## config.mk

```make
export PLATFORM = sky130hd
export DESIGN_NAME = epoch_seconds_to_calendar
export DESIGN_NICKNAME = d
export VERILOG_FILES = /design/src/rtl/epc_pkg.sv /design/src/rtl/epoch_seconds_to_calendar.sv
export SDC_FILE = /design/constraint.sdc
export NUM_CORES = 1
export LEC_CHECK = 0
export ABC_CLOCK_PERIOD_IN_PS = 5150
export BUFFER_PORTS_ARGS = -buffer_cell sky130_fd_sc_hd__buf_2
export CELL_PAD_IN_SITES_DETAIL_PLACEMENT = 2
export CELL_PAD_IN_SITES_GLOBAL_PLACEMENT = 2
export CORE_MARGIN = 1
export CORE_UTILIZATION = 40
export CTS_CLUSTER_DIAMETER = 120
export DETAILED_ROUTE_END_ITERATION = 10
export GPL_TIMING_DRIVEN = 1
export PLACE_DENSITY = 0.77
export SYNTH_ARGS = -nofsm -noshare
export SYNTH_HDL_FRONTEND = slang
export SYNTH_SLANG_ARGS = --single-unit
```

## constraint.sdc

```tcl
create_clock -name clk_i -period 5.15 [get_ports clk_i]
set_input_delay 0.7725 -clock clk_i [delete_from_list [all_inputs] [get_ports clk_i]]
set_output_delay 0.7725 -clock clk_i [all_outputs]
set_load 0.05 [all_outputs]
```

## src/rtl/epc_pkg.sv

```systemverilog
// Package for the epoch seconds to calendar converter: widths, constants, state type.
package epc_pkg;

  // Input bits taken into account
  localparam int SECONDS_WIDTH = 32;

  // Field widths
  localparam int YEAR_W = 12;
  localparam int DOY_W  = 9;
  localparam int HOUR_W = 5;
  localparam int MIN_W  = 6;
  localparam int SEC_W  = 6;

  // One day is more than 2^16 seconds, so the day count needs 16 fewer bits
  localparam int DAY_W  = SECONDS_WIDTH - 16;
  // Seconds of the day fit in 17 bits
  localparam int SOD_W  = 17;
  localparam int CNT_W  = $clog2(SECONDS_WIDTH);

  localparam logic [SOD_W:0]   SECS_PER_DAY  = (SOD_W + 1)'(86400);
  localparam logic [SOD_W-1:0] SECS_PER_HOUR = SOD_W'(3600);
  localparam logic [SOD_W-1:0] SECS_PER_MIN  = SOD_W'(60);

  localparam logic [YEAR_W-1:0] EPOCH_YEAR = YEAR_W'(1970);
  // Epoch year modulo 4, 100 and 400
  localparam logic [1:0] EPOCH_MOD4   = 2'd2;
  localparam logic [6:0] EPOCH_MOD100 = 7'd70;
  localparam logic [8:0] EPOCH_MOD400 = 9'd370;

  localparam logic [DAY_W-1:0] DAYS_COMMON = DAY_W'(365);
  localparam logic [DAY_W-1:0] DAYS_LEAP   = DAY_W'(366);

  typedef enum logic [2:0] {
    S_IDLE,
    S_DAYS,
    S_HOUR,
    S_MIN,
    S_YEAR,
    S_DONE
  } state_e;

endpackage

```

## src/rtl/epoch_seconds_to_calendar.sv

```systemverilog
// Epoch seconds to year, day of year, hour, minute and second.
//
// Input channel: in_valid_i / in_stall_o with epoch_seconds_i. A transfer
// happens when in_valid_i is high and in_stall_o is low. Only one item is in
// work at a time; in_stall_o is high from the accepting edge until the result
// has moved into the output register.
// Output channel: out_valid_o / out_stall_i with year_o, day_of_year_o,
// hour_o, minute_o, second_o. The result register holds while out_stall_i is
// high; a new item may be accepted and worked on meanwhile, and it waits in
// its last step until the register is free.
// Steps per item: bit-serial division by 86400 for the day count and
// seconds of day, then the hour and the minute digit (shift and subtract),
// then the year loop from 1970, and a last step that loads the result.
// The next transfer can be taken in the idle state that follows the load.
// The year loop subtracts one year length per cycle, so late years take
// the longest.
// Reset (rst_ni low, asynchronous) returns the sequencer to idle and drops
// out_valid_o; nothing else needs clearing.
module epoch_seconds_to_calendar
  import epc_pkg::*;
(
  input  logic                     clk_i,
  input  logic                     rst_ni,
  input  logic                     in_valid_i,
  output logic                     in_stall_o,
  input  logic [SECONDS_WIDTH-1:0] epoch_seconds_i,
  output logic                     out_valid_o,
  input  logic                     out_stall_i,
  output logic [YEAR_W-1:0]        year_o,
  output logic [DOY_W-1:0]         day_of_year_o,
  output logic [HOUR_W-1:0]        hour_o,
  output logic [MIN_W-1:0]         minute_o,
  output logic [SEC_W-1:0]         second_o
);

  state_e state_q, state_d;
  logic [CNT_W-1:0]         cnt_q, cnt_d;
  logic [SECONDS_WIDTH-1:0] quo_q, quo_d;    // dividend in, quotient (days) out
  logic [SOD_W-1:0]         rem_q, rem_d;    // seconds of day, then leftovers
  logic [HOUR_W-1:0]        hour_q, hour_d;
  logic [MIN_W-1:0]         min_q, min_d;
  logic [YEAR_W-1:0]        year_q, year_d;
  logic [1:0]               m4_q, m4_d;
  logic [6:0]               m100_q, m100_d;
  logic [8:0]               m400_q, m400_d;

  logic                     out_valid_q, out_valid_d;
  logic [YEAR_W-1:0]        out_year_q;
  logic [DOY_W-1:0]         out_doy_q;
  logic [HOUR_W-1:0]        out_hour_q;
  logic [MIN_W-1:0]         out_min_q;
  logic [SEC_W-1:0]         out_sec_q;

  logic [SOD_W:0]           trial;
  logic                     trial_ge;
  logic [SOD_W-1:0]         digit_div;
  logic                     digit_ge;
  logic [DAY_W-1:0]         days;
  logic                     leap;
  logic [DAY_W-1:0]         year_len;
  logic [DAY_W-1:0]         doy_sum;
  logic                     out_free;
  logic                     out_load;

  assign in_stall_o = (state_q != S_IDLE);
  assign out_free   = !out_valid_q || !out_stall_i;

  // Restoring division step by 86400
  assign trial    = {rem_q, quo_q[SECONDS_WIDTH-1]};
  assign trial_ge = (trial >= SECS_PER_DAY);

  // Hour and minute digits: compare against the divisor shifted by the digit position
  always_comb begin
    if (state_q == S_HOUR) begin
      digit_div = SECS_PER_HOUR << cnt_q[2:0];
    end else begin
      digit_div = SECS_PER_MIN << cnt_q[2:0];
    end
  end
  assign digit_ge = (rem_q >= digit_div);

  // Gregorian leap rule from running year residues
  assign days     = quo_q[DAY_W-1:0];
  assign leap     = ((m4_q == 2'd0) && (m100_q != 7'd0)) || (m400_q == 9'd0);
  assign year_len = leap ? DAYS_LEAP : DAYS_COMMON;
  assign doy_sum  = days + DAY_W'(1);

  // Sequencer
  always_ff @(posedge clk_i or negedge rst_ni) begin
    if (!rst_ni) begin
      state_q     <= S_IDLE;
      out_valid_q <= 1'b0;
    end else begin
      state_q     <= state_d;
      out_valid_q <= out_valid_d;
    end
  end

  // Datapath registers
  always_ff @(posedge clk_i) begin
    cnt_q  <= cnt_d;
    quo_q  <= quo_d;
    rem_q  <= rem_d;
    hour_q <= hour_d;
    min_q  <= min_d;
    year_q <= year_d;
    m4_q   <= m4_d;
    m100_q <= m100_d;
    m400_q <= m400_d;
    if (out_load) begin
      out_year_q <= year_q;
      out_doy_q  <= doy_sum[DOY_W-1:0];
      out_hour_q <= hour_q;
      out_min_q  <= min_q;
      out_sec_q  <= rem_q[SEC_W-1:0];
    end
  end

  always_comb begin
    state_d  = state_q;
    cnt_d    = cnt_q;
    quo_d    = quo_q;
    rem_d    = rem_q;
    hour_d   = hour_q;
    min_d    = min_q;
    year_d   = year_q;
    m4_d     = m4_q;
    m100_d   = m100_q;
    m400_d   = m400_q;
    out_load = 1'b0;

    case (state_q)
      S_IDLE: begin
        if (in_valid_i) begin
          quo_d   = epoch_seconds_i;
          rem_d   = '0;
          cnt_d   = '0;
          year_d  = EPOCH_YEAR;
          m4_d    = EPOCH_MOD4;
          m100_d  = EPOCH_MOD100;
          m400_d  = EPOCH_MOD400;
          state_d = S_DAYS;
        end
      end
      S_DAYS: begin
        // one quotient bit per cycle
        rem_d = trial_ge ? SOD_W'(trial - SECS_PER_DAY) : trial[SOD_W-1:0];
        quo_d = {quo_q[SECONDS_WIDTH-2:0], trial_ge};
        if (cnt_q == CNT_W'(SECONDS_WIDTH - 1)) begin
          cnt_d   = CNT_W'(HOUR_W - 1);
          state_d = S_HOUR;
        end else begin
          cnt_d = cnt_q + CNT_W'(1);
        end
      end
      S_HOUR: begin
        if (digit_ge) begin
          rem_d = rem_q - digit_div;
        end
        hour_d = {hour_q[HOUR_W-2:0], digit_ge};
        if (cnt_q == '0) begin
          cnt_d   = CNT_W'(MIN_W - 1);
          state_d = S_MIN;
        end else begin
          cnt_d = cnt_q - CNT_W'(1);
        end
      end
      S_MIN: begin
        // what is left afterwards is the second
        if (digit_ge) begin
          rem_d = rem_q - digit_div;
        end
        min_d = {min_q[MIN_W-2:0], digit_ge};
        if (cnt_q == '0) begin
          state_d = S_YEAR;
        end else begin
          cnt_d = cnt_q - CNT_W'(1);
        end
      end
      S_YEAR: begin
        // take away one year length per cycle
        if (days < year_len) begin
          state_d = S_DONE;
        end else begin
          quo_d  = {{(SECONDS_WIDTH - DAY_W){1'b0}}, days - year_len};
          year_d = year_q + YEAR_W'(1);
          m4_d   = m4_q + 2'd1;
          m100_d = (m100_q == 7'd99) ? 7'd0 : m100_q + 7'd1;
          m400_d = (m400_q == 9'd399) ? 9'd0 : m400_q + 9'd1;
        end
      end
      S_DONE: begin
        if (out_free) begin
          out_load = 1'b1;
          state_d  = S_IDLE;
        end
      end
      default: begin
        state_d = S_IDLE;
      end
    endcase
  end

  assign out_valid_d = out_load || (out_valid_q && out_stall_i);

  assign out_valid_o   = out_valid_q;
  assign year_o        = out_year_q;
  assign day_of_year_o = out_doy_q;
  assign hour_o        = out_hour_q;
  assign minute_o      = out_min_q;
  assign second_o      = out_sec_q;

`ifndef NO_ASSERTIONS
  // An input transfer starts the day division
  a_start: assert property (@(posedge clk_i) disable iff (!rst_ni)
    (in_valid_i && !in_stall_o) |=> (state_q == S_DAYS))
    else $error("input transfer did not start the division");

  // Residues modulo 4 and 100 agree while counting years
  a_residue: assert property (@(posedge clk_i) disable iff (!rst_ni)
    (state_q == S_YEAR) |-> (m100_q[1:0] == m4_q))
    else $error("leap residues out of step");

  // A finished item reaches the output once the register is free
  a_load: assert property (@(posedge clk_i) disable iff (!rst_ni)
    (state_q == S_DONE && out_free) |=> (out_valid_o && state_q == S_IDLE))
    else $error("finished result not loaded");

  // Delivered time of day is in range and the day of year is not zero
  a_range: assert property (@(posedge clk_i) disable iff (!rst_ni)
    out_valid_o |-> (hour_o < HOUR_W'(24) && minute_o < MIN_W'(60) &&
                     second_o < SEC_W'(60) && day_of_year_o != '0))
    else $error("result field out of range");
`endif

endmodule

```

Word-level counts from Yosys, hierarchy flattened. Index checks and enable logic that the tools add are counted.

Register bits after elaboration: 137. Bits of input ports: 36. Word-level logic and storage cells: 108.

Add/subtract/negate cells: 10. Magnitude comparators: 3. Equal/unequal tests: 17. Shift operators: 2. Multiplexer cells: 37. Reductions and logical operators: 23.

Operator list (count): $pmux W32 S3 (1); $mux W17 (4); $mux W32 (2); $pmux W17 S3 (1); $mux W9 (3); $mux W12 (2); $pmux W12 S2 (1); $mux W7 (3); $mux W5 (4); $pmux W5 S4 (1); $add A9 B1 Y9 const B (2); $ge A18 B17 Y1 const B (1); $mux W3 (6); $pmux W3 S6 (1); $pmux W9 S2 (1); $ge A17 B17 Y1 (1); $shl A12 B3 Y17 const A (1); $shl A6 B3 Y17 const A (1); $sub A17 B17 Y17 (1); $sub A17 B17 Y17 const B (1); $lt A16 B9 Y1 (1); $sub A16 B9 Y16 (1); $ne A2 B2 Y1 const B (7); $pmux W7 S2 (1); other kinds (29) (44).

Depth between registers and ports, before layout. Gate-level depths: netlist of the first run.

Depth in word-level cells: 7. Depth in mapped cells: 14. Mapped depth without buffers: 13.

Least setup slack after synthesis of the first run. OpenSTA, ideal clock, no wires.

Path type: reg-to-reg. From: register state_q[1]. To: register rem_q[0], enable pin. Library setup time: 0.418 ns. Data arrival time: 4.104 ns. Required time: 4.732 ns. Path slack: 0.629 ns. Cell stages (with the launch flop): 14. Buffers on the path: 1. Cell sequence: dfrtp_1 -> clkbuf_1 -> nor2b_1 -> nand2b_1 -> clkinv_1 -> nor2_1 -> o21ai_0 -> ha_1 -> nand3_1 -> a21oi_1 -> nor3_1 -> o31ai_1 -> a21oi_1 -> a211oi_1.

Word-level cells in the longest chain between the ends: 5.

Ends and longest elaborated chain: start, declared (RTL line epoch_seconds_to_calendar.sv:36) `state_e state_q, state_d;`; start signal, assigned (RTL line epoch_seconds_to_calendar.sv:94) `state_q <= state_d;`; $eq A3 B2 Y1 (RTL line epoch_seconds_to_calendar.sv:74, epoch_seconds_to_calendar.sv:132); $mux W17 (RTL line epoch_seconds_to_calendar.sv:74) `if (state_q == S_HOUR) begin`; $ge A17 B17 Y1 (RTL line epoch_seconds_to_calendar.sv:80) `assign digit_ge = (rem_q >= digit_div);`; $ne A2 B1 Y1 (no source line); $reduce_and A3 Y1 (no source line) (*); end signal, assigned (RTL line epoch_seconds_to_calendar.sv:103) `rem_q <= rem_d;`; end, declared (RTL line epoch_seconds_to_calendar.sv:39) `logic [SOD_W-1:0] rem_q, rem_d;`.

Mark *: on every way between the ends. The rest lies on a longest branch, timed or not. A chain may end at the register's enable or synchronous reset.

Worst setup path in the final report of the first run.
From: register state_q[1]. To: register rem_q[1], enable pin.

Same word-level chain as after synthesis.

==> flow_metrics.env, run 1 <==
export IMPL_status="complete, no violations"
export IMPL_core_area_um2=18000
export IMPL_ios=76
export IMPL_nNetsFinal=784
export IMPL_htreeDepth=4
export IMPL_final_util_pct=47.5
export IMPL_cts_inserted_buffers=17
export IMPL_die_area_um2=18900
export IMPL_vias=5572
export IMPL_cts_sinks=137
export IMPL_synth_common_cells="133 x edfxtp_1, 54 x nand2_1, 48 x nor2_1, 45 x o21ai_0, 39 x a21oi_1"
export IMPL_first_global_vias=6118
export IMPL_dr_pass1_iters=4
export IMPL_crit_path_start_kind="flop"
export IMPL_wl_per_cell_um=23.1
export IMPL_ctsHoldBuffers=0
export IMPL_finalCritPeriodShare_pct=88.6
export IMPL_min_period_ns=4.56
export IMPL_yosysTopAreaCell="edfxtp_1"
export IMPL_fin_cells=960
export IMPL_pre_cts_ws_ns=0.652
export IMPL_fillerInstances=1822
export IMPL_crit_cells=14
export IMPL_cts_root_buf="clkbuf_16"
export IMPL_clkPwrFrac_pct=22.1
export IMPL_dp_hpwl_mm=14.9
export IMPL_grtUsageMet2_pct=44.8
export IMPL_hold_class="in2async"
export IMPL_combinationalPowerShare_pct=40.5
export IMPL_grtUsageMet3_pct=4.67
export IMPL_syn_area_per_cell_um2=11.3
export IMPL_yosysSeqAreaShare_pct=55.9
export IMPL_via_per_inst=5.80
export IMPL_finalClockSkew_ns=0.00913
export IMPL_grt_pass1_wl_mm=34.8
export IMPL_syn_area_um2=7320
export IMPL_crit_buf_inv=3
export IMPL_switchingPower_uw=2350
export IMPL_required_ns=5.26
export IMPL_power_density_nw_per_um2=662
export IMPL_synth_area_leaders="edfxtp_1 55%, ha_1 5.0%, xnor2_1 3.9%"
export IMPL_crit_slowest_cell="dfrtp_1"
export IMPL_clk_pin_slew_ns=0.06
export IMPL_track_usage_pct=24.9
export IMPL_die_h_um=137
export IMPL_clock_fmax_mhz=219
export IMPL_crit_family="compound AO/OA/AOI/OAI gates"
export IMPL_overflow=0
export IMPL_num_rows=49
export IMPL_postSynthCellCount=647
export IMPL_grt_use_met1_pct=29.9
export IMPL_p_leak_uw=0.00316
export IMPL_crit_chain="nor2b_1 > buf_4 > nand2b_1 > clkinv_1 > nor2_1 > o21ai_0 > ha_1 > nand3_1 > a21oi_1 > nor3_1 > o31ai_1 > a21oi_1 > a211oi_2 > buf_4"
export IMPL_critPathCaptureType="flop"
export IMPL_switching_share_pct=41.6
export IMPL_dp_cells=928
export IMPL_place_area_um2=7950
export IMPL_cts_tree="yes"
export IMPL_synth_edff_count=133
export IMPL_antenna_found_initial=0
export IMPL_final_max_slew_viol_count=0
export IMPL_cts_buffer_depth=2
export IMPL_busiest_layer="met2"
export IMPL_cap_violations=0
export IMPL_slowest_delay_ns=0.58
export IMPL_port_buffer_count=75
export IMPL_hold_violations=0
export IMPL_grt_max_degree=40
export IMPL_ant_nets=0
export IMPL_p_int_uw=3300
export IMPL_cts_setup_buffers=0
export IMPL_cp_max_fo=18
export IMPL_die_x_um=137
export IMPL_setup_violations=0
export IMPL_yosys_warnings=0
export IMPL_drc=0
export IMPL_ff_latch_area_um2=4090
export IMPL_yosysTopAreaCellShare_pct=54.5
export IMPL_wl_mm=22.2
export IMPL_tightest_slew_ns=0.948
export IMPL_tns_ns=0
export IMPL_synth_async_reset_ratio_pct=2.92
export IMPL_r2r_cells=14
export IMPL_drt_initial_drc_count=256
export IMPL_clkLatencyLatePin_ns=0.43
export IMPL_initial_core_util_pct=40.8
export IMPL_rsz0062_at_grt="false"
export IMPL_ys_flop_type="edfxtp_1"
export IMPL_gp_congestion=0.862
export IMPL_worst_slack_ns=0.588
export IMPL_syn_to_final_growth_pct=16.6
export IMPL_peakVddDrop_uv=319
export IMPL_synth_distinct_cells=66
export IMPL_multiInputGateArea_um2=3070
export IMPL_synth_seq_cells=137
export IMPL_maxSlewHeadroom_pct=36.4
export IMPL_yosysMostFrequentCell="edfxtp_1"
export IMPL_critical_path_class="reg2reg"
export IMPL_final_cell_area_um2=8540
export IMPL_arrival_ns=4.67
export IMPL_seqPwrFrac_pct=37.4
export IMPL_synth_nets=713
export IMPL_n_antenna_cell=0
export IMPL_ctsResizeCount=0
export IMPL_drive_above_1_share_pct=18.1
cell usage in the layout (no fill, tap or decap), drive strengths merged, types with 12 or more instances in the layout:
cell / count
a21oi: 39
clkbuf: 17
buf: 84
edfxtp: 133
o21ai: 46
xor2: 22
nor2: 49
xnor2: 33
a22o: 21
nand3: 21
inv: 20
ha: 29
nand2: 54
o22ai: 12
nor3: 13
a22oi: 15
cell type report:
class / instances / share of cell area, %
clock inverters: 15 / 1.89
clock buffers: 17 / 4.98
flip-flops and latches: 137 / 48.0
well taps: 229 / 3.36
repair buffers: 84 / 5.19
multi-input cells: 462 / 35.9
inverters: 16 / 0.704
path summary, 6_finish.rpt:
check	from	to	slack, ns
min reg2reg	min_q[5]	minute_o[5]	0.43
min	rst_ni	out_valid_o	0.16
max in group asynchronous	rst_ni	state_q[1]	4.84
min in group clk_i	min_q[5]	minute_o[5]	0.43
max	state_q[1]	rem_q[1]	0.59
max reg2reg	state_q[1]	rem_q[1]	0.59
metal layers:
metal  vias to the layer above  part of all wire [%]
li1                       2601                     -
met1                      2841                    42
met2                       102                    53
met3                        28                   2.6
met4                         0                   1.8
met5                         -                     0
flip-flops by register name, summed over array words and instances (netlist names):
name / count
quo_q: 32
min_q: 6
second_o: 6
year_o: 12
hour_o: 5
m400_q: 9
hour_q: 5
rem_q: 17
m4_q: 2
m100_q: 7
state_q: 3
day_of_year_o: 9
year_q: 12
minute_o: 6
cnt_q: 5
out_valid_o: 1
stage by stage:
| stage | hold WS, ns | total power [uW] |
|---|---|---|
| 6_report | 0.162 | 5650 |
| 5_1_grt | 0.154 | 6000 |
| 4_1_cts | 0.143 | 5700 |
| 3_5_place_dp | 0.425 | 4380 |
| 3_3_place_gp | 0.403 | 4190 |
| 2_1_floorplan | 0.400 | 3660 |
logic make-up after synthesis:
group / count (synthesis) / synth area share [%]
buf+inv: 48 / 2.58
simple gates: 199 / 13.5
flops: 137 / 55.9
compound gates: 174 / 15.7
fa+ha+maj: 31 / 5.36
mux: 3 / 0.427
xor+xnor: 55 / 6.58
power by group through the flow:
stage | combinational (uW) | sequential [uW] | clock [uW]
2_1_floorplan | 1760 | 1900 | 0
3_3_place_gp | 2110 | 2090 | 0
3_5_place_dp | 2260 | 2120 | 0
4_1_cts | 2320 | 2110 | 1270
5_1_grt | 2530 | 2150 | 1310
6_report | 2290 | 2110 | 1250
(Power assumes the default switching activity.)
==> run 2, diff against run 1 <==
--- a/config.mk
+++ b/config.mk
@@ -5,16 +5,16 @@
 export SDC_FILE = /design/constraint.sdc
 export NUM_CORES = 1
 export LEC_CHECK = 0
-export ABC_CLOCK_PERIOD_IN_PS = 5150
+export ABC_CLOCK_PERIOD_IN_PS = 5300
 export BUFFER_PORTS_ARGS = -buffer_cell sky130_fd_sc_hd__buf_2
 export CELL_PAD_IN_SITES_DETAIL_PLACEMENT = 2
 export CELL_PAD_IN_SITES_GLOBAL_PLACEMENT = 2
 export CORE_MARGIN = 1
-export CORE_UTILIZATION = 40
+export CORE_UTILIZATION = 43
 export CTS_CLUSTER_DIAMETER = 120
 export DETAILED_ROUTE_END_ITERATION = 10
 export GPL_TIMING_DRIVEN = 1
-export PLACE_DENSITY = 0.77
+export PLACE_DENSITY = 0.82
 export SYNTH_ARGS = -nofsm -noshare
 export SYNTH_HDL_FRONTEND = slang
 export SYNTH_SLANG_ARGS = --single-unit
==> constraint.sdc (replaced) <==
create_clock -name clk_i -period 5.3 [get_ports clk_i]
set_input_delay 0.795 -clock clk_i [delete_from_list [all_inputs] [get_ports clk_i]]
set_output_delay 0.795 -clock clk_i [all_outputs]
set_load 0.05 [all_outputs]
==> flow_metrics.env, run 2 (synthesized netlist as in run 1, its figures left out) <==
export IMPL_status="complete, no violations"
export IMPL_grtUsageMet3_pct=4.41
export IMPL_antenna_found_initial=0
export IMPL_htreeDepth=4
export IMPL_crit_path_start_kind="flop"
export IMPL_via_per_inst=5.97
export IMPL_finalClockSkew_ns=0.00889
export IMPL_grt_use_met1_pct=32.8
export IMPL_slowest_delay_ns=0.60
export IMPL_tns_ns=0
export IMPL_cts_buffer_depth=2
export IMPL_crit_chain="nor2b_1 > buf_4 > nand2b_1 > clkinv_1 > nor2_1 > o21ai_0 > ha_1 > nand3_1 > a21oi_1 > nor3_1 > o31ai_1 > a21oi_1 > a211oi_2 > buf_4"
export IMPL_switching_share_pct=41.8
export IMPL_min_period_ns=4.84
export IMPL_dp_hpwl_mm=15.8
export IMPL_reg_top3="quo_q (32), rem_q (17)"
export IMPL_n_antenna_cell=0
export IMPL_crit_slowest_cell="dfrtp_1"
export IMPL_die_h_um=133
export IMPL_ctsHoldBuffers=0
export IMPL_final_max_slew_viol_count=0
export IMPL_power_density_nw_per_um2=663
export IMPL_syn_to_final_growth_pct=16.8
export IMPL_required_ns=5.42
export IMPL_critPathCaptureType="flop"
export IMPL_cts_inserted_buffers=17
export IMPL_vias=5673
export IMPL_drc=0
export IMPL_final_common_cell="edfxtp_1"
export IMPL_drt_initial_drc_count=329
export IMPL_track_usage_pct=28.5
export IMPL_core_area_um2=16600
export IMPL_cap_violations=0
export IMPL_first_global_vias=6353
export IMPL_critical_path_class="reg2reg"
export IMPL_combinationalPowerShare_pct=40.6
export IMPL_dr_pass1_iters=5
export IMPL_cts_setup_buffers=0
export IMPL_nNetsFinal=783
export IMPL_port_buffer_count=75
export IMPL_hold_class="in2async"
export IMPL_seqPwrFrac_pct=36.5
export IMPL_finalCritPeriodShare_pct=91.4
export IMPL_grtUsageMet2_pct=52.1
export IMPL_arrival_ns=4.96
export IMPL_grt_pass1_wl_mm=37.4
export IMPL_wl_mm=23.9
export IMPL_clkPwrFrac_pct=22.9
export IMPL_rsz0062_at_grt="false"
export IMPL_p_int_uw=3310
export IMPL_clock_fmax_mhz=206
export IMPL_overflow=0
export IMPL_switchingPower_uw=2370
export IMPL_largest_register_ff_count=32
export IMPL_ctsResizeCount=0
export IMPL_regMostFlops="quo_q"
export IMPL_cts_root_buf="clkbuf_16"
export IMPL_gp_congestion=0.852
export IMPL_die_area_um2=17600
export IMPL_ant_nets=0
export IMPL_p_leak_uw=0.00316
export IMPL_pre_cts_ws_ns=0.674
export IMPL_layout_common_cells="133 x edfxtp_1, 75 x buf_2, 54 x nand2_1"
export IMPL_hold_violations=0
export IMPL_setup_violations=0
export IMPL_maxSlewHeadroom_pct=23.2
export IMPL_die_x_um=133
export IMPL_clkLatencyLatePin_ns=0.44
export IMPL_worst_slack_ns=0.457
export IMPL_drive_above_1_share_pct=17.8
export IMPL_cts_tree="yes"
export IMPL_wl_per_cell_um=25.2
export IMPL_peakVddDrop_uv=340
export IMPL_tightest_slew_ns=1.14
export IMPL_cp_max_fo=18
export IMPL_grt_max_degree=40
export IMPL_cts_sinks=137
export IMPL_busiest_layer="met2"
export IMPL_ios=76
export IMPL_num_rows=47
export IMPL_clk_pin_slew_ns=0.06
export IMPL_initial_core_util_pct=44.2
[run 2: cell types whose count changed in the layout (fill, tap and decap cells not counted), moves of 2 or more]
cell / change
clkinvlp_4: +2
bufinv_16: +2
clkbuf_1: +2
inv_6: -3
[run 2: per-stage QoR]
stage / util, % / cells / hold WS (ns) / power (uW) / area, um^2
final: 51.6 / 950 / 0.159 / 5680 / 8560
after global routing: 51.6 / 950 / 0.149 / 5960 / 8560
after CTS: 51.6 / 950 / 0.149 / 5690 / 8560
after detailed placement: 47.8 / 918 / 0.427 / 4290 / 7930
after global placement: 47.8 / 918 / 0.404 / 4060 / 7930
after floorplan: - / 647 / 0.400 / 3550 / 7320
[run 2: power groups by stage]
stage	registers, uW	clock network, uW	logic [uW]
global route	2110	1370	2490
detailed placement	2060	0	2230
CTS	2060	1310	2320
finish	2070	1300	2310
global placement	2020	0	2040
floorplan	1850	0	1710
[run 2: cell type report]
type | count | area [um^2]
Timing Repair Buffer | 83 | 435
Sequential cell | 137 | 4090
Multi-Input combinational cell | 462 | 3070
Inverter | 16 | 60.1
Fill cell | 1659 | 8030
Tap cell | 220 | 275
Clock buffer | 19 | 433
Clock inverter | 13 | 193
[run 2: critical path, delay by kind of cell (launching register included)]
family / cells / cell delay, ns
AO/OA/AOI/OAI: 5 / 1.41
AND/OR/NAND/NOR: 5 / 1.19
buffers and inverters: 3 / 0.92
flip-flops: 1 / 0.60
adder cells (fa/ha/maj): 1 / 0.39
[run 2: routing by layer]
metal  share of wire [%]  up-vias
li1                    -     2582
met2                  55      140
met5                   0        -
met1                  39     2905
met4                 2.7        0
met3                 3.1       46
[run 2: worst paths after layout]
check	to	start	cells past startpoint	slack, ns
setup / recovery	rem_q[10]	state_q[1]	14	0.46
hold / removal	out_valid_o	rst_ni	1	0.16
setup reg to reg	rem_q[10]	state_q[1]	14	0.46
hold reg to reg	minute_o[5]	min_q[5]	0	0.42
max in group asynchronous	state_q[1]	rst_ni	1	5.01
min in group clk_i	minute_o[5]	min_q[5]	0	0.42
